$ cat config.mk
export PLATFORM = sky130hd
export DESIGN_NAME = gauss_sobel_window_filter_flat
export DESIGN_NICKNAME = d
export VERILOG_FILES = /design/src/gsw_pkg.sv /design/src/gsw_if.sv /design/src/gsw_kernel.sv /design/src/gauss_sobel_window_filter.sv /design/src/flat_wrapper.sv
export SDC_FILE = /design/constraint.sdc
export NUM_CORES = 1
export LEC_CHECK = 0
export ABC_AREA = 1
export BUFFER_PORTS_ARGS = -buffer_cell sky130_fd_sc_hd__buf_4
export CAP_MARGIN = 0
export CORE_UTILIZATION = 65
export CTS_CLUSTER_SIZE = 14
export DETAILED_ROUTE_END_ITERATION = 8
export GPL_ROUTABILITY_DRIVEN = 0
export PLACE_DENSITY = 0.95
export SLEW_MARGIN = 0
export SYNTH_ARGS = -nofsm -noshare
export SYNTH_HDL_FRONTEND = slang
export SYNTH_SLANG_ARGS = --single-unit
$ cat constraint.sdc
create_clock -name clk -period 15.3 [get_ports clk]
set_input_delay 0.765 -clock clk [delete_from_list [all_inputs] [get_ports clk]]
set_output_delay 0.765 -clock clk [all_outputs]
set_load 0.02 [all_outputs]
$ cat src/gsw_pkg.sv
// shared types and constants for the gaussian / sobel window filter
`default_nettype none
package gsw_pkg;

  localparam int PIX_BITS   = 8;
  localparam int ROW_PIXELS = 5;
  localparam int ROW_BITS   = PIX_BITS * ROW_PIXELS;
  localparam int FUNC_BITS  = 2;
  localparam int VALUE_BITS = 11;
  localparam int VALUE_MAX  = 1020;

  typedef enum logic [FUNC_BITS-1:0] {
    FUNC_GAUSS3 = 2'd0,
    FUNC_GAUSS5 = 2'd1,
    FUNC_GRAD_X = 2'd2,
    FUNC_GRAD_Y = 2'd3
  } func_t;

  typedef logic [ROW_BITS-1:0]          row_t;
  typedef logic signed [VALUE_BITS-1:0] value_t;

  typedef struct packed {
    logic [FUNC_BITS-1:0] func;
    row_t                 row_top2;
    row_t                 row_top1;
    row_t                 row_mid;
    row_t                 row_bot1;
    row_t                 row_bot2;
  } window_t;

endpackage
`default_nettype wire

$ cat src/gsw_if.sv
// valid / ready channels for windows in and filtered values out
`default_nettype none
interface gsw_win_if;
  logic                          valid;
  logic                          ready;
  logic [gsw_pkg::FUNC_BITS-1:0] func;
  gsw_pkg::row_t                 row_top2;
  gsw_pkg::row_t                 row_top1;
  gsw_pkg::row_t                 row_mid;
  gsw_pkg::row_t                 row_bot1;
  gsw_pkg::row_t                 row_bot2;

  modport source (
    output valid, func, row_top2, row_top1, row_mid, row_bot1, row_bot2,
    input  ready
  );
  modport sink (
    input  valid, func, row_top2, row_top1, row_mid, row_bot1, row_bot2,
    output ready
  );
endinterface

interface gsw_res_if;
  logic            valid;
  logic            ready;
  gsw_pkg::value_t value;

  modport source (output valid, value, input ready);
  modport sink (input valid, value, output ready);
endinterface
`default_nettype wire

$ cat src/gsw_kernel.sv
// kernel arithmetic: weighted sums for the gaussian and sobel modes
`default_nettype none
module gsw_kernel (
  input  gsw_pkg::window_t win,
  output gsw_pkg::value_t  value
);
  import gsw_pkg::*;

  function automatic logic [PIX_BITS-1:0] pix(input row_t row, input int col);
    pix = row[col*PIX_BITS +: PIX_BITS];
  endfunction

  // (1 2 1) over the inner three columns, max 4*255
  function automatic logic [PIX_BITS+1:0] r121(input row_t row);
    r121 = {2'b00, pix(row, 1)} + {1'b0, pix(row, 2), 1'b0} + {2'b00, pix(row, 3)};
  endfunction

  // (1 4 6 4 1) over all five columns, max 16*255
  function automatic logic [PIX_BITS+3:0] r14641(input row_t row);
    r14641 = {4'b0000, pix(row, 0)} + {2'b00, pix(row, 1), 2'b00}
           + {2'b00, pix(row, 2), 2'b00} + {3'b000, pix(row, 2), 1'b0}
           + {2'b00, pix(row, 3), 2'b00} + {4'b0000, pix(row, 4)};
  endfunction

  // (1 2 1) down one column of the inner 3x3
  function automatic logic [PIX_BITS+1:0] c121(input window_t w, input int col);
    c121 = {2'b00, pix(w.row_top1, col)} + {1'b0, pix(w.row_mid, col), 1'b0}
         + {2'b00, pix(w.row_bot1, col)};
  endfunction

  logic [PIX_BITS+1:0] t1_sum, mid_sum, b1_sum, left_sum, right_sum;
  logic [PIX_BITS+3:0] g3_sum;
  logic [PIX_BITS+3:0] f_t2, f_t1, f_mid, f_b1, f_b2;
  logic [PIX_BITS+7:0] g5_sum;
  value_t              grad_x, grad_y;

  always_comb begin
    t1_sum    = r121(win.row_top1);
    mid_sum   = r121(win.row_mid);
    b1_sum    = r121(win.row_bot1);
    left_sum  = c121(win, 1);
    right_sum = c121(win, 3);
    g3_sum    = {2'b00, t1_sum} + {1'b0, mid_sum, 1'b0} + {2'b00, b1_sum};

    f_t2  = r14641(win.row_top2);
    f_t1  = r14641(win.row_top1);
    f_mid = r14641(win.row_mid);
    f_b1  = r14641(win.row_bot1);
    f_b2  = r14641(win.row_bot2);
    g5_sum = {4'b0000, f_t2} + {2'b00, f_t1, 2'b00}
           + {2'b00, f_mid, 2'b00} + {3'b000, f_mid, 1'b0}
           + {2'b00, f_b1, 2'b00} + {4'b0000, f_b2};

    grad_x = $signed({1'b0, left_sum}) - $signed({1'b0, right_sum});
    grad_y = $signed({1'b0, t1_sum}) - $signed({1'b0, b1_sum});

    case (func_t'(win.func))
      FUNC_GAUSS3: value = {3'b000, g3_sum[PIX_BITS+3:4]};
      FUNC_GAUSS5: value = {3'b000, g5_sum[PIX_BITS+7:8]};
      FUNC_GRAD_X: value = grad_x;
      FUNC_GRAD_Y: value = grad_y;
      default:     value = '0;
    endcase
  end

endmodule
`default_nettype wire

$ cat src/gauss_sobel_window_filter.sv
// top level: registered window stage, kernel logic and registered result stage
//
// the caller gathers a 5x5 window of 8-bit gray pixels and a kernel select
// (gaussian 3x3, gaussian 5x5, x gradient, y gradient) and presents them as
// one transfer on win; one filtered value comes back as one transfer on res
// gaussian modes give 0..255, gradient modes a signed value in -1020..1020
//
// after a win transfer the window is registered, the kernel sums are pure logic,
// and the value is registered in the result stage, which raises res valid; a
// full result stage holds the window in the window stage until it drains
// throughput is one window per clock while res does not stall, set by the two
// register stages that each refill in the cycle they drain
//
// when res is stalled the result is held and the window stage still takes one
// more transfer; win.ready drops only when both stages are full
// rst is synchronous and empties both stages; no state survives between items
`default_nettype none
module gauss_sobel_window_filter (
  input  logic       clk,
  input  logic       rst,
  gsw_win_if.sink    win,
  gsw_res_if.source  res
);
  import gsw_pkg::*;

  logic    s1_valid;
  window_t s1_win;
  logic    s2_valid;
  value_t  s2_value;
  value_t  kernel_value;
  logic    s2_free;

  assign s2_free   = !s2_valid || res.ready;
  assign win.ready = !s1_valid || s2_free;
  assign res.valid = s2_valid;
  assign res.value = s2_value;

  gsw_kernel u_kernel (
    .win   (s1_win),
    .value (kernel_value)
  );

  always_ff @(posedge clk) begin
    if (rst) begin
      s1_valid <= 1'b0;
      s2_valid <= 1'b0;
    end else begin
      if (win.ready) begin
        s1_valid <= win.valid;
      end
      if (s2_free) begin
        s2_valid <= s1_valid;
      end
    end
  end

  always_ff @(posedge clk) begin
    if (win.valid && win.ready) begin
      s1_win <= '{func: win.func, row_top2: win.row_top2, row_top1: win.row_top1,
                  row_mid: win.row_mid, row_bot1: win.row_bot1,
                  row_bot2: win.row_bot2};
    end
    if (s2_free && s1_valid) begin
      s2_value <= kernel_value;
    end
  end

endmodule
`default_nettype wire

$ cat src/flat_wrapper.sv
// flat-port wrapper written by rule: the top's interface ports become plain ports
module gauss_sobel_window_filter_flat import gsw_pkg::*;
  (clk, rst, win_valid, win_func, win_row_top2, win_row_top1, win_row_mid, win_row_bot1, win_row_bot2, win_ready, res_valid, res_value, res_ready);
  gsw_win_if win_i ();
  gsw_res_if res_i ();
  input  logic clk;
  input  logic rst;
  input wire logic [$bits(win_i.valid)-1:0] win_valid;
  input wire logic [$bits(win_i.func)-1:0] win_func;
  input wire logic [$bits(win_i.row_top2)-1:0] win_row_top2;
  input wire logic [$bits(win_i.row_top1)-1:0] win_row_top1;
  input wire logic [$bits(win_i.row_mid)-1:0] win_row_mid;
  input wire logic [$bits(win_i.row_bot1)-1:0] win_row_bot1;
  input wire logic [$bits(win_i.row_bot2)-1:0] win_row_bot2;
  output wire logic [$bits(win_i.ready)-1:0] win_ready;
  output wire logic [$bits(res_i.valid)-1:0] res_valid;
  output wire logic [$bits(res_i.value)-1:0] res_value;
  input wire logic [$bits(res_i.ready)-1:0] res_ready;
  assign win_i.valid = win_valid;
  assign win_i.func = win_func;
  assign win_i.row_top2 = win_row_top2;
  assign win_i.row_top1 = win_row_top1;
  assign win_i.row_mid = win_row_mid;
  assign win_i.row_bot1 = win_row_bot1;
  assign win_i.row_bot2 = win_row_bot2;
  assign win_ready = win_i.ready;
  assign res_valid = res_i.valid;
  assign res_value = res_i.value;
  assign res_i.ready = res_ready;
  gauss_sobel_window_filter u_core (.clk(clk), .rst(rst), .win(win_i), .res(res_i));
endmodule
==> results of run 1 <==
[flip-flops by register name, indices dropped and copies added, names as in the netlist]
signal and cells:
u_core.res.valid 1, u_core.res.value 11, u_core.s1_valid 1, u_core.s1_win 202
[per-stage QoR]
stage	worst slack, ns	hold slack, ns	cell area (um^2)
3_3_place_gp	7.54	0.450	19700
5_1_grt	6.29	0.384	20500
6_report	6.46	0.385	20500
2_1_floorplan	8.00	0.445	17700
4_1_cts	6.98	0.377	20500
3_5_place_dp	7.20	0.467	19700
[routing by layer]
layer | global-route usage | vias up | share of wire | wire (um)
li1 | - | 5436 | - | -
met1 | 0.411 | 6240 | 0.31 | 15700
met2 | 0.628 | 1143 | 0.47 | 23700
met3 | 0.133 | 447 | 0.12 | 5910
met4 | 0.295 | 4 | 0.10 | 5040
met5 | 0.00174 | - | 0.00071 | 36
[synth_stat cells (5+ instances only)]
library cell | instances | area [um^2]
edfxtp_1 | 213 | 6400
nor2_1 | 38 | 143
xor2_1 | 27 | 236
ha_1 | 136 | 1700
o21bai_1 | 6 | 45.0
a31oi_1 | 6 | 37.5
nand2_1 | 193 | 724
inv_1 | 454 | 1700
o211ai_1 | 5 | 37.5
nand3_1 | 69 | 345
xnor2_1 | 14 | 123
o21ai_0 | 25 | 125
nand3b_1 | 5 | 37.5
a21oi_1 | 71 | 355
nor3_1 | 8 | 40.0
or2_2 | 7 | 43.8
fa_1 | 261 | 5230
nand4_1 | 16 | 100
[worst max-delay path, delay by kind of cell, from the launching register on]
family	cells	cell delay [ns]
flops	1	0.45
buf+inv	5	0.42
simple gates	11	1.42
xor+xnor	2	1.08
fa+ha+maj	11	5.19
[how the worst max path moves through the flow]
stage | start | to | slack [ns] | cells after the start
4_1_cts | u_core.s1_win[137] | u_core.res.value[7] | 6.98 | 29
2_1_floorplan | u_core.s1_win[58] | u_core.res.value[7] | 8.00 | 29
3_5_place_dp | u_core.s1_win[137] | u_core.res.value[7] | 7.20 | 32
3_3_place_gp | u_core.s1_win[105] | u_core.res.value[0] | 7.54 | 23
5_1_grt | u_core.s1_win[137] | u_core.res.value[4] | 6.29 | 29
6_report | u_core.s1_win[137] | u_core.res.value[5] | 6.46 | 29
[final cells by class]
type / count / area share
Sequential cell: 215 / 0.314
Tap cell: 335 / 0.0204
Clock buffer: 28 / 0.0300
Multi-Input combinational cell: 909 / 0.464
Inverter: 457 / 0.0840
Timing Repair Buffer: 220 / 0.0806
Clock inverter: 16 / 0.00714
[logic make-up after synthesis]
| family | count (synthesis) |
|---|---|
| buf+inv | 457 |
| xor+xnor | 44 |
| fa+ha+maj | 397 |
| compound gates | 129 |
| simple gates | 339 |
| flops | 215 |
==> impl_summary.txt, run 1 <==
----------------------------------------------------
[Worst hold path]
  End point of the worst hold path ... u_core.s1_win[107]
  Worst hold start ... win_row_mid[27]
  Depth of the worst hold-timing path ... 1
  Worst Hold Class ... in -> reg

[Clock tree]
  Depth of the CTS H-tree ... 1
  CTS Sinks ... 215
  Clock buffer count from CTS ... 24
  Reg clk slew, reported paths ... 0.07 ns
  Post-cts sizing count ... 0
  Number of buffers inserted to repair setup after CTS ... 0
  CTS max path bufs ... 3
  CTS Root Buffer Type ... clkbuf_16
  Source-to-sink clock delay at the later pin of the worst-skew pair ... 0.55 ns
  Number of buffers added to fix hold violations after cts ... 0
  Clock tree from TritonCTS ... done

[Logic synthesis]
  Count of distinct cell types in the synthesized netlist ... 33
  Synthesized-area fraction occupied by and/or/nand/nor cells ... 0.0825
  Synthesized netlist net count ... 2184
  Yosys warnings ... 0
  Mux cell area share after synthesis ... 0
  Adder and majority cell fraction of the synthesized area ... 0.392
  Flop and latch count out of synthesis ... 215
  Sequential share of the synthesized area ... 0.364
  Mapped cell area ... 17700 um^2
  Count of flip-flops with a built-in enable after synthesis ... 213
  Complex-gate fraction of the synthesized area ... 0.0407
  Top FF cell, synth ... edfxtp_1
  Mean Syn Cell Area ... 11.2 um^2
  Post-Syn Instances ... 1581
  Share of synthesized registers carrying an async set or reset ... 0
  Post-Synth XOR/XNOR Area ... 0.0231
  Combinational family with the most area after synthesis ... adder cells

[Cells and area]
  Area Growth Syn to Fin ... 16.1%
  Layout filler cell count ... 1338
  Final standard cell utilization of the core ... 0.778
  Number of cells in the finished layout apart from fillers ... 2180
  Most common cell after layout, fill and taps aside ... inv_1
  Ratio of cells with drive above 1 in the final layout ... 0.146
  Area of the multi-input gates ... 9510 um^2
  Most frequent cells in the layout ... 453 x inv_1, 261 x fa_1, 220 x buf_4
  Sequential cell area ... 6440 um^2
  Number of diodes added for antenna fixing ... 0
  Total Nets Final ... 2430

[Routing]
  Count of vias placed by the detailed router ... 13.3k
  Count of TritonRoute iterations in the first routing pass ... 9
  Total length of routed wires ... 50400 um
  Via/cell ratio ... 6.09
  Post-route ant nets ... 0
  Detailed router's first-iteration violation count ... 1737
  Post-detailed-route wirelength per cell ... 23.1 um
  Post-route DRC violation count ... 61

[Floorplan]
  Starting density of the core ... 0.670
  Core Footprint ... 26400 um^2
  Vertical die dimension ... 167 um
  Chip width ... 167 um
  I/O pin cnt ... 219
  Area of the die ... 27800 um^2
  Num rows ... 59

[Setup path]
  Cell with the biggest individual delay on the critical path ... xnor2_1
  Critical path fanouts, max ... 5
  R2r startpoint ... u_core.s1_win[137]
  Setup slack on the worst flop-to-flop path ... 6.46 ns
  Endpoint of the worst register-to-register path ... u_core.res.value[5]
  Type of element launching the critical path ... flip-flop
  Most common cell on crit path ... fa_1
  Data arrival time of the critical path ... 9.11 ns
  Data required time of the worst path ... 15.57 ns
  Count of cells along the worst register-to-register path ... 29
  Worst Setup End Kind ... flip-flop
  Worst path max stage delay ... 0.75 ns
  Critical path start-end classification ... reg -> reg

[STA]
  Worst-Margin Slew ... 1.06 ns
  Final setup fails ... 0
  Unrepaired setup endpoints after global routing ... false
  Fin crit share ... 0.578
  Number of pins with negative max-slew slack in the final report ... 0
  Top achievable clock speed ... 113 MHz
  Final-report hold violation count ... 0
  Post-route clock skew ... 0.0218 ns
  Final critical-path required period ... 8.84 ns
  Worst slew margin ... 0.293
  TNS Setup ... 0 ns

[Flow run]
  Max-Cap Viols ... 0

[Global routing]
  GRT overflow ... 0
  Maximum number of pins on one net before global-route repair ... 140
  Via count of the first global-routing pass ... 14.7k
  Initial antenna violation count ... 1
  Total Routing Usage GR ... 0.384
  Global-route wire length before repair ... 78900 um

[Placed design]
  Cell count after placement ... 2136
  Number of buffer cells added on primary ports ... 218
  Placed wire-length estimate after detailed placement ... 36800 um

[Status]
  Result of the run ... finished, violations left
  Violations in the final reports ... DRC

----------------------------------------------------
Power of run 1 is left out: the tool's default activity adds up to more than one toggle a clock period on the data nets, which glitch-free logic cannot reach.
==> inputs of run 2 (changes only) <==
ABC_AREA = 0   (was 1)
CORE_UTILIZATION = 60   (was 65)
PLACE_DENSITY = 0.92   (was 0.95)
clock period = 8.4 ns   (was 15.3 ns; I/O delays follow)
==> run 2 against run 1 <==
Against the previous run: the run ends with setup timing left; sequential share of layout area decreased by 0.092 points; via count decreased by 7.4%; worst setup slack got worse by 7.4 ns; synthesized cell count decreased by 16%; wire length increased by 4.9%; critical path type unchanged; critical endpoint is now u_core.res.value[2].
==> impl_summary.txt, run 2 <==
----------------------------------------------------
[Setup path]
  R2r startpoint ... u_core.s1_win[115] (was u_core.s1_win[137])
  Worst Setup End Kind ... flip-flop (unchanged)
  Data arrival time of the critical path ... 9.58 ns (was 9.11 ns)
  Worst setup path startpoint ... u_core.s1_win[115] (was u_core.s1_win[137])
  Type of element launching the critical path ... flip-flop (unchanged)
  Critical path start-end classification ... reg -> reg (unchanged)
  End point of the critical path ... u_core.res.value[2] (was u_core.res.value[5])
  Data required time of the worst path ... 8.68 ns (was 15.57 ns)
  Setup slack on the worst flop-to-flop path ... -0.89 ns (was 6.46 ns)
  Count of cells along the worst register-to-register path ... 24 (was 29)
  Critical path fanouts, max ... 3 (was 5)
  Endpoint of the worst register-to-register path ... u_core.res.value[2] (was u_core.res.value[5])

[Routing]
  Post-route DRC violation count ... 0 (was 61)
  Detailed router's first-iteration violation count ... 1468 (was 1737)
  Post-detailed-route wirelength per cell ... 26.4 um (was 23.1 um)
  Via/cell ratio ... 6.14 (was 6.09)
  Total length of routed wires ... 52900 um (was 50400 um)
  Count of vias placed by the detailed router ... 12.3k (was 13.3k)
  Count of TritonRoute iterations in the first routing pass ... 8 (was 9)
  Post-route ant nets ... 0 (unchanged)

[Status]
  Violations in the final reports ... setup timing (was DRC)
  Result of the run ... finished, violations left (unchanged)

[Logic synthesis]
  Synthesized netlist net count ... 1936 (was 2184)
  Post-synth top area share ... 0.374 (was 0.362)
  Post-Synth XOR/XNOR Area ... 0.0343 (was 0.0231)
  Mapped cell area ... 17100 um^2 (was 17700 um^2)
  Share of synthesized registers carrying an async set or reset ... 0 (unchanged)
  Mux cell area share after synthesis ... 0.00577 (was 0)
  Combinational family with the most area after synthesis ... adder cells (unchanged)
  Post-Syn Instances ... 1333 (was 1581)
  Count of flip-flops with a built-in enable after synthesis ... 213 (unchanged)
  Complex-gate fraction of the synthesized area ... 0.0609 (was 0.0407)
  Sequential share of the synthesized area ... 0.376 (was 0.364)
  Synthesized-area fraction occupied by and/or/nand/nor cells ... 0.0354 (was 0.0825)
  Count of distinct cell types in the synthesized netlist ... 61 (was 33)
  Synth top cells by count ... 367 x inv_1, 261 x fa_1, 213 x edfxtp_1 (was 454 x inv_1, 261 x fa_1, 213 x edfxtp_1)
  Adder and majority cell fraction of the synthesized area ... 0.406 (was 0.392)
  Flop and latch count out of synthesis ... 215 (unchanged)
  Most common cell in the synthesized netlist ... inv_1 (unchanged)
  Cell taking the most area after synthesis ... edfxtp_1 (unchanged)
  Yosys warnings ... 0 (unchanged)
  Dominant cells by area after synthesis ... edfxtp_1 37%, fa_1 31%, ha_1 9.9% (was edfxtp_1 36%, fa_1 30%, inv_1 9.6%)
  Top FF cell, synth ... edfxtp_1 (unchanged)
  Mean Syn Cell Area ... 12.8 um^2 (was 11.2 um^2)

[Floorplan]
  Starting density of the core ... 0.613 (was 0.670)
  Vertical die dimension ... 171 um (was 167 um)
  Chip width ... 171 um (was 167 um)
  I/O pin cnt ... 219 (unchanged)
  Core Footprint ... 27900 um^2 (was 26400 um^2)
  Num rows ... 61 (was 59)
  Area of the die ... 29200 um^2 (was 27800 um^2)

[Global routing]
  Met1 global-route usage ... 0.361 (was 0.411)
  Top Usage Layer GRT ... met2 (unchanged)
  GRT overflow ... 0 (unchanged)
  Initial antenna violation count ... 2 (was 1)
  Total Routing Usage GR ... 0.332 (was 0.384)
  Maximum number of pins on one net before global-route repair ... 89 (was 140)
  Met2 track demand over resource ... 0.568 (was 0.628)
  Via count of the first global-routing pass ... 13.0k (was 14.7k)
  Global-route wire length before repair ... 70700 um (was 78900 um)
  Met3 usage in global routing ... 0.0675 (was 0.133)

[Cells and area]
  Ratio of cells with drive above 1 in the final layout ... 0.215 (was 0.146)
  Area Growth Syn to Fin ... 20.1% (was 16.1%)
  Number of cells in the finished layout apart from fillers ... 2002 (was 2180)
  Post-route cell area ... 20600 um^2 (was 20500 um^2)
  Total Nets Final ... 2208 (was 2430)
  Most common cell after layout, fill and taps aside ... inv_1 (unchanged)
  Register bank with the most flops ... u_core.s1_win (unchanged)
  Most frequent cells in the layout ... 363 x inv_1, 255 x fa_1, 249 x buf_4 (was 453 x inv_1, 261 x fa_1, 220 x buf_4)
  Max reg flops ... 202 (unchanged)

[Clock tree]
  Number of buffers added to fix hold violations after cts ... 0 (unchanged)
  Clock buffer count from CTS ... 24 (unchanged)
  CTS Sinks ... 215 (unchanged)
  Reg clk slew, reported paths ... 0.06 ns (was 0.07 ns)
  CTS Root Buffer Type ... clkbuf_16 (unchanged)
  Depth of the CTS H-tree ... 1 (unchanged)
  Source-to-sink clock delay at the later pin of the worst-skew pair ... 0.56 ns (was 0.55 ns)
  Clock tree from TritonCTS ... done (unchanged)
  CTS max path bufs ... 3 (unchanged)

[STA]
  Number of pins with negative max-slew slack in the final report ... 0 (unchanged)
  Post-route clock skew ... 0.0406 ns (was 0.0218 ns)
  TNS Setup ... -4.25 ns (was 0 ns)
  Fin crit share ... 1.11 (was 0.578)
  Final-report hold violation count ... 0 (unchanged)
  Top achievable clock speed ... 108 MHz (was 113 MHz)
  Final setup fails ... 8 (was 0)
  Worst setup slack after layout ... -0.893 ns (was 6.46 ns)
  Worst-Margin Slew ... 1.19 ns (was 1.06 ns)
  Final critical-path required period ... 9.29 ns (was 8.84 ns)
  Worst slew margin ... 0.207 (was 0.293)

[Placed design]
  Number of buffer cells added on primary ports ... 218 (unchanged)
  Area after DPL ... 19400 um^2 (was 19700 um^2)
  Cell count after placement ... 1943 (was 2136)
  Placed wire-length estimate after detailed placement ... 35000 um (was 36800 um)

[Flow run]
  Max-Cap Viols ... 0 (unchanged)

[Worst hold path]
  Worst Hold Class ... in -> reg (unchanged)
  Depth of the worst hold-timing path ... 2 (was 1)

----------------------------------------------------
==> run 2: cell count changes in the layout (fill, tap and decap cells not counted), moves of 11 or more <==
cell | before | now
nand3_1 | 69 | 4
buf_4 | 220 | 249
nand2_1 | 193 | 12
a211oi_1 | 0 | 11
a21o_1 | 4 | 19
nand4_1 | 16 | 4
a21oi_1 | 71 | 35
inv_1 | 453 | 363
xnor2_2 | 0 | 11
xnor2_1 | 14 | 32
nor2b_1 | 0 | 13
==> run 2: cells by family (layout without fill, tap and decap cells) <==
family / count (synthesis) / count (layout)
fa+ha+maj: 400 / 400
compound gates: 157 / 157
mux: 6 / 6
buf+inv: 371 / 660
other cells: 0 / 2
flops: 215 / 215
simple gates: 117 / 117
xor+xnor: 67 / 67
==> run 2: through the flow <==
step	util	setup slack, ns	hold WS, ns
6_report	0.736	-0.893	0.0302
5_1_grt	0.736	-0.994	0.0309
2_1_floorplan	-	0.452	0.478
3_5_place_dp	0.693	-0.163	0.505
3_3_place_gp	0.693	0.180	0.488
4_1_cts	0.724	0.00272	0.0271
==> run 2: worst min path at each step <==
stage	startpoint	to	slack [ns]
2_1_floorplan	u_core.s1_valid	u_core.res.valid	0.48
3_3_place_gp	u_core.s1_valid	u_core.res.valid	0.49
3_5_place_dp	u_core.s1_valid	u_core.res.valid	0.51
4_1_cts	rst	u_core.res.valid	0.03
5_1_grt	rst	u_core.res.valid	0.03
6_report	rst	u_core.res.valid	0.03
==> run 2: per-layer routing <==
metal | up-vias | wire [um]
li1 | 4857 | -
met4 | 0 | 6190
met2 | 1133 | 24800
met1 | 5831 | 15600
met3 | 462 | 6260
met5 | - | 0
==> run 2: cell type report <==
class | instances | area [um^2]
Antenna cell | 2 | 5.00
Tap cell | 378 | 473
Inverter | 367 | 1380
Clock inverter | 15 | 146
Clock buffer | 28 | 616
Fill cell | 1592 | 7370
Sequential cell | 215 | 6440
Timing Repair Buffer | 250 | 1880
Multi-Input combinational cell | 747 | 9630
==> run 2: worst max-delay path, cell delays in order, from the launching register on <==
cell      delay (ns)
edfxtp_1        0.54
fa_1            0.56
fa_1            0.87
fa_2            0.59
ha_4            0.20
fa_2            0.41
a21o_1          0.23
a21oi_2         0.26
xnor2_2         0.17
buf_4           0.18
xnor2_2         0.15
fa_1            0.55
fa_1            0.54
fa_1            0.56
inv_1           0.07
fa_1            0.55
fa_1            0.59
inv_1           0.09
ha_4            0.28
buf_4           0.14
nor2_1          0.05
nor2_1          0.44
o41ai_2         0.23
xnor2_1         0.24
mux4_2          0.51
==> run 2: repair_timing <==
| action | in CTS | in global routing |
|---|---|---|
| resized for setup | 15 | 53 |
| pin swaps | 6 | 33 |
| setup endpoints to repair | 8 | 8 |
| buffers inserted | 6 | 8 |
Power of run 2 is left out for the same reason.
